### config.mk
export PLATFORM = sky130hd
export DESIGN_NAME = best_fit_block_allocator
export DESIGN_NICKNAME = d
export VERILOG_FILES = /design/src/rtl/core/bfa_pkg.sv /design/src/rtl/core/bfa_table.sv /design/src/rtl/core/best_fit_block_allocator.sv
export SDC_FILE = /design/constraint.sdc
export NUM_CORES = 1
export LEC_CHECK = 0
export BUFFER_PORTS_ARGS = -buffer_cell sky130_fd_sc_hd__buf_2
export CAP_MARGIN = 20
export CORE_UTILIZATION = 45
export DETAILED_ROUTE_END_ITERATION = 10
export HOLD_SLACK_MARGIN = 0.02
export PLACE_DENSITY_LB_ADDON = 0.05
export RECOVER_POWER = 50
export SLEW_MARGIN = 25
export SYNTH_ARGS = -nofsm -noshare
export SYNTH_HDL_FRONTEND = slang
export SYNTH_SLANG_ARGS = --single-unit
### constraint.sdc
create_clock -name clk_i -period 9.26 [get_ports clk_i]
set_input_delay 1.852 -clock clk_i [delete_from_list [all_inputs] [get_ports clk_i]]
set_output_delay 1.852 -clock clk_i [all_outputs]
set_load 0.005 [all_outputs]
### src/rtl/core/bfa_pkg.sv
`timescale 1ns / 1ps
`default_nettype none
// ----------------------------------------------------------------------------
// bfa_pkg
// Shared types and constants of the best-fit block allocator.
// ----------------------------------------------------------------------------
package bfa_pkg;

  localparam int unsigned MaxBlocks = 32;
  localparam int unsigned IdxW      = $clog2(MaxBlocks);
  localparam int unsigned SizeW     = 16;
  localparam int unsigned NumW      = 6;

  typedef logic [IdxW-1:0]  idx_t;
  typedef logic [SizeW-1:0] size_t;
  typedef logic [NumW-1:0]  num_t;

  typedef enum logic {
    OpLoad  = 1'b0,
    OpAlloc = 1'b1
  } opcode_e;

  typedef enum logic [1:0] {
    StIdle,
    StScan,
    StFinish
  } state_e;

  // table access from the controller
  typedef struct packed {
    logic  we;
    idx_t  waddr;
    size_t wdata;
    logic  re;
    idx_t  raddr;
  } tbl_req_t;

endpackage
`default_nettype wire

### src/rtl/core/bfa_table.sv
`timescale 1ns / 1ps
`default_nettype none
// ----------------------------------------------------------------------------
// bfa_table
// Block size table: one write port, one read port, registered read data.
// ----------------------------------------------------------------------------
module bfa_table (
  input  wire               clk_i,
  input  bfa_pkg::tbl_req_t req_i,
  output bfa_pkg::size_t    rdata_o
);
  import bfa_pkg::*;

  size_t mem_q [MaxBlocks];
  size_t rdata_q;

  always_ff @(posedge clk_i) begin
    if (req_i.we) begin
      mem_q[req_i.waddr] <= req_i.wdata;
    end
    if (req_i.re) begin
      rdata_q <= mem_q[req_i.raddr];
    end
  end

  assign rdata_o = rdata_q;

endmodule
`default_nettype wire

### src/rtl/core/best_fit_block_allocator.sv
`timescale 1ns / 1ps
`default_nettype none
// ----------------------------------------------------------------------------
// best_fit_block_allocator
// Best-fit allocator over a table of block sizes held in a synchronous RAM.
// ----------------------------------------------------------------------------
// Usage:
//   An item is taken when start_i is high and busy_o is low. A load item
//   (opcode 0) writes size_i to table entry entry_index_i and frees that
//   entry; it gives no result and leaves busy_o low.
//   A request item (opcode 1) scans entries 0 .. N-1, N = min(num_blocks, 32),
//   reading one entry per cycle from the table RAM. The item occupies the
//   block through accept, the N reads and the final compare; the result is
//   shown on the following cycle with done_o high for exactly one cycle, and
//   a new item may be started in that same cycle. The table has a single read
//   port, hence the serial scan. num_blocks is written with cfg_we_i /
//   cfg_wdata_i; the user must do so only while idle, which the block does not
//   enforce. Reset clears all used marks, num_blocks and the controller; the
//   table contents are undefined until loaded. Results cannot be stalled.
// ----------------------------------------------------------------------------
module best_fit_block_allocator (
  input  wire             clk_i,
  input  wire             rst_ni,
  input  wire             start_i,
  output logic            busy_o,
  input  wire             opcode_i,
  input  bfa_pkg::idx_t   entry_index_i,
  input  bfa_pkg::size_t  size_i,
  input  wire             cfg_we_i,
  input  bfa_pkg::num_t   cfg_wdata_i,
  output logic            done_o,
  output logic            granted_o,
  output bfa_pkg::idx_t   block_index_o,
  output bfa_pkg::size_t  block_size_o,
  output bfa_pkg::size_t  fragment_o
);
  import bfa_pkg::*;

  state_e   state_q, state_d;
  num_t     num_blocks_q;
  size_t    size_q;
  idx_t     cnt_q, last_q;
  logic     cmp_v_q;
  idx_t     cmp_idx_q;
  logic     best_found_q;
  idx_t     best_idx_q;
  size_t    best_size_q, best_rem_q;
  logic [MaxBlocks-1:0] used_q;
  logic     done_q, granted_q;
  idx_t     out_idx_q;
  size_t    out_size_q, out_frag_q;

  tbl_req_t tbl_req;
  size_t    rdata;
  num_t     lim;
  idx_t     last_d;
  logic     accept, take_alloc, take_load;
  logic     cand_fit, take;
  size_t    cand_rem;
  logic     nxt_found;
  idx_t     nxt_idx;
  size_t    nxt_size, nxt_rem;

  bfa_table u_table (
    .clk_i   (clk_i),
    .req_i   (tbl_req),
    .rdata_o (rdata)
  );

  assign accept     = start_i && (state_q == StIdle);
  assign take_alloc = accept && (opcode_e'(opcode_i) == OpAlloc);
  assign take_load  = accept && (opcode_e'(opcode_i) == OpLoad);

  assign lim    = (num_blocks_q > NumW'(MaxBlocks)) ? NumW'(MaxBlocks) : num_blocks_q;
  assign last_d = IdxW'(lim - NumW'(1));

  // compare of the entry read last cycle against the best so far
  assign cand_fit  = cmp_v_q && !used_q[cmp_idx_q] && (rdata >= size_q);
  assign cand_rem  = rdata - size_q;
  assign take      = cand_fit && (!best_found_q || (cand_rem < best_rem_q));
  assign nxt_found = best_found_q | take;
  assign nxt_idx   = take ? cmp_idx_q : best_idx_q;
  assign nxt_size  = take ? rdata     : best_size_q;
  assign nxt_rem   = take ? cand_rem  : best_rem_q;

  always_comb begin
    state_d = state_q;
    case (state_q)
      StIdle: begin
        if (take_alloc) begin
          state_d = (lim == '0) ? StFinish : StScan;
        end
      end
      StScan: begin
        if (cnt_q == last_q) begin
          state_d = StFinish;
        end
      end
      StFinish: state_d = StIdle;
      default:  state_d = StIdle;
    endcase
  end

  always_comb begin
    tbl_req       = '0;
    tbl_req.we    = take_load;
    tbl_req.waddr = entry_index_i;
    tbl_req.wdata = size_i;
    tbl_req.re    = (state_q == StScan);
    tbl_req.raddr = cnt_q;
    busy_o        = (state_q != StIdle);
  end

  always_ff @(posedge clk_i or negedge rst_ni) begin
    if (!rst_ni) begin
      state_q      <= StIdle;
      num_blocks_q <= '0;
      used_q       <= '0;
      cmp_v_q      <= 1'b0;
      best_found_q <= 1'b0;
      done_q       <= 1'b0;
      granted_q    <= 1'b0;
    end else begin
      state_q <= state_d;
      done_q  <= (state_q == StFinish);
      cmp_v_q <= (state_q == StScan);
      if (cfg_we_i) begin
        num_blocks_q <= cfg_wdata_i;
      end
      if (take_load) begin
        used_q[entry_index_i] <= 1'b0;
      end
      if (take_alloc) begin
        best_found_q <= 1'b0;
      end else begin
        best_found_q <= nxt_found;
      end
      if (state_q == StFinish) begin
        granted_q <= nxt_found;
        if (nxt_found) begin
          used_q[nxt_idx] <= 1'b1;
        end
      end
    end
  end

  always_ff @(posedge clk_i) begin
    cmp_idx_q   <= cnt_q;
    best_idx_q  <= nxt_idx;
    best_size_q <= nxt_size;
    best_rem_q  <= nxt_rem;
    if (take_alloc) begin
      size_q <= size_i;
      cnt_q  <= '0;
      last_q <= last_d;
    end else if (state_q == StScan) begin
      cnt_q <= cnt_q + IdxW'(1);
    end
    if (state_q == StFinish) begin
      out_idx_q  <= nxt_found ? nxt_idx  : '0;
      out_size_q <= nxt_found ? nxt_size : '0;
      out_frag_q <= nxt_found ? nxt_rem  : '0;
    end
  end

  assign done_o        = done_q;
  assign granted_o     = granted_q;
  assign block_index_o = out_idx_q;
  assign block_size_o  = out_size_q;
  assign fragment_o    = out_frag_q;

endmodule
`default_nettype wire

==> impl_results.md <==
* Status: finished with violations
* Failing checks: capacitance limit, slew limit
* Number of core rows at 89
* Synth area leaders: edfxtp_1 65%, mux4_2 14%, dfrtp_1 4.1%
* Gp weighted congestion at 0.810
* Largest area contributor in the netlist: edfxtp_1
* Post-Syn Instances at 1,433
* Yosys warnings at 0
* Routed vias at 13,700
* Clock H-tree levels at 3
* Clk buf depth at 3
* Synth unique cells at 57
* Count leader, synth: edfxtp_1
* CP Max Fanout at 75
* Layout Cells excl Fill at 2,378
* Initial antenna violation count at 7
* I/O Pins at 72
* Min-delay src: best_size_q[7]
* Area growth syn-to-layout at 13.4%
* Sequential Power Share at 0.422
* Worst reg2reg path depth at 5
* Ys async rst share at 0.0650
* Worst hold path stage count at 1
* Pre-CTS WS at 3870 ps
* Worst Hold Path EP: best_size_q[7]
* Remaining antenna violation count at 0
* Clock transition at the registers of the reported paths at 60 ps
* Core Region at 0.0592 mm²
* #FFs+latches synth at 677
* Synth cell count leaders: 586 x edfxtp_1, 166 x mux4_2, 67 x o21ai_0
* Clk sink count at 677
* Worst rel slew slack at -1.12
* Hold Fails Final Rpt at 0
* WL final at 65.5 mm
* Gr ovfl total at 0
* Die area at 0.0612 mm²
* Post-route DRC at 0
* Syn Area/Cell at 18.9 µm²
* PostCTS Resize Cnt at 0
* Nets at 1,614
* Final critical-path required period at 6270 ps
* Die Y at 247 µm
* Multi-input logic area at 0.00709 mm²
* Layout cells sized above 1 at 0.275
* Worst-Skew Late Latency at 600 ps
* Pin count of the biggest net entering global routing at 107
* Critical path class: reg -> reg
* Final setup vio count at 0
* CTS tree: yes
* IO buf count at 71
* Hpwl dp at 37.5 mm
* Comb pwr share at 0.277
* Utilization after layout at 0.519
* Starting Density at 0.458
* Setup_tns at 0 ps
* Max Slew Vio Count at 578
* Critical R2R Capture: u_table.rdata_o[2]
* Storage element area at 0.0196 mm²
* Worst hold-check path type: reg -> reg
* Overall Power at 9060 µW
* Crit. End Element: register
* CTS Root Cell: clkbuf_16
* Drt first pass iters at 7
* Max-cap violations at 20
* CP Data Required Time at 9580 ps
* Wire length per cell at 27.5 µm
* Sw Ratio at 0.295
* Worst-margin pin slew at 3170 ps
* GRT Resource Usage Total at 0.222
* CTS buffer count at 72
* R2r startpoint: cnt_q[0]
* Syn_nets at 1,499
* Post-synth EDFFs at 586
* RSZ-0062 raised after global routing: no
* Cell Area, Synth at 0.0271 mm²
* Crit share post-route at 0.677
* DR vias/cell at 5.76
* Ant diodes at 0
* Main synth FF type: edfxtp_1
* Power share of the clock group at 0.301
* R2R setup slack at 2990 ps
* Switching Power at 2670 µW
* Number of fill cells at 4,812
* CP startpoint kind: register
* Hold_buf cts at 0
* P per Cell Area at 295 mW/mm²
* VDD IR max at 0.139 mV
* Die width at 247 µm
* Post-Route Skew at 13.6 ps
* Setup WS post-layout at 2990 ps
* Global-route wire length before repair at 95.7 mm
* Iter 0 DRT Violations at 1,009
* Maximum clock frequency at 159 MHz
* Worst EP arrival at 6600 ps
* Leak pwr at 0.0100 µW
* Vias in the first global route at 14,000
* Post-placement cell count at 2,246
* Post-synthesis sequential area ratio at 0.724
* Yosys top cell area share at 0.649
* Total setup buffers inserted after CTS at 0
* Int Power at 6390 µW
[through the flow]
step           hold slack, ps  area [µm²]
2_1_floorplan             329       27100
3_3_place_gp              451       28600
3_5_place_dp              455       28600
4_1_cts                   473       30800
5_1_grt                   482       30800
6_report                  468       30800
[cell type report]
cell class              count  area share
inverters                  46     0.00561
multi-input cells         636       0.231
clock inverters            36     0.00826
repair buffers            115      0.0214
clock buffers              95      0.0638
flip-flops and latches    677       0.639
well taps                 773      0.0315
[cells in the final DEF, fill, tap and decap left out, types with 33 or more instances in the layout]
cell         n
o21ai_0     67
buf_2       52
clkbuf_1    44
dfxtp_1     45
mux2_2      44
buf_4       37
clkbuf_16   75
nand2_1     35
dfrtp_1     44
edfxtp_1   586
mux4_2     166
inv_1       46
ha_1        33
[sequential cells by signal, indices dropped and copies added, names as in the netlist]
signal,flops
u_table.rdata_o,16
block_size_o,16
best_size_q,16
best_idx_q,5
best_found_q,1
cmp_v_q,1
granted_o,1
num_blocks_q,6
fragment_o,16
cnt_q,5
best_rem_q,16
state_q,2
done_o,1
cmp_idx_q,5
used_q,32
block_index_o,5
last_q,5
u_table.mem_q,512
size_q,16
[critical path, cell delays in order, from the launching register on]
cell	delay (ps)
dfxtp_1	1660
clkbuf_1	2160
buf_16	520
mux4_2	630
mux4_2	550
mux2_2	360
[worst max-delay path by stage]
stage / from / to / cells past startpoint
after detailed placement: size_q[0] / fragment_o[10] / 16
final: cnt_q[0] / u_table.rdata_o[2] / 5
after CTS: size_q[0] / fragment_o[10] / 16
after floorplan: u_table.rdata_o[6] / fragment_o[10] / 16
after global placement: u_table.rdata_o[6] / fragment_o[14] / 16
after global routing: cnt_q[0] / u_table.rdata_o[7] / 5
[layer usage]
| metal | vias to the layer above | part of all wire | GRT usage |
|---|---|---|---|
| li1 | 5998 | - | - |
| met1 | 7217 | 0.43 | 0.308 |
| met2 | 393 | 0.49 | 0.359 |
| met3 | 88 | 0.053 | 0.0387 |
| met4 | 8 | 0.020 | 0.0677 |
| met5 | - | 0.00076 | 0 |
[power by group through the flow]
stage	logic (µW)	clock network, µW	registers (µW)
global route	2720	2930	3860
CTS	2500	2800	3830
detailed placement	2490	0	3890
finish	2510	2730	3820
floorplan	1880	0	3710
global placement	2480	0	3890
[cell families after synthesis]
family,Yosys count,share of synthesized area
buf+inv,120,0.0174
simple gates,208,0.0397
mux,217,0.159
flops,677,0.724
xor+xnor,23,0.00743
fa+ha+maj,34,0.0160
compound gates,154,0.0363
(Power assumes the default switching activity.)
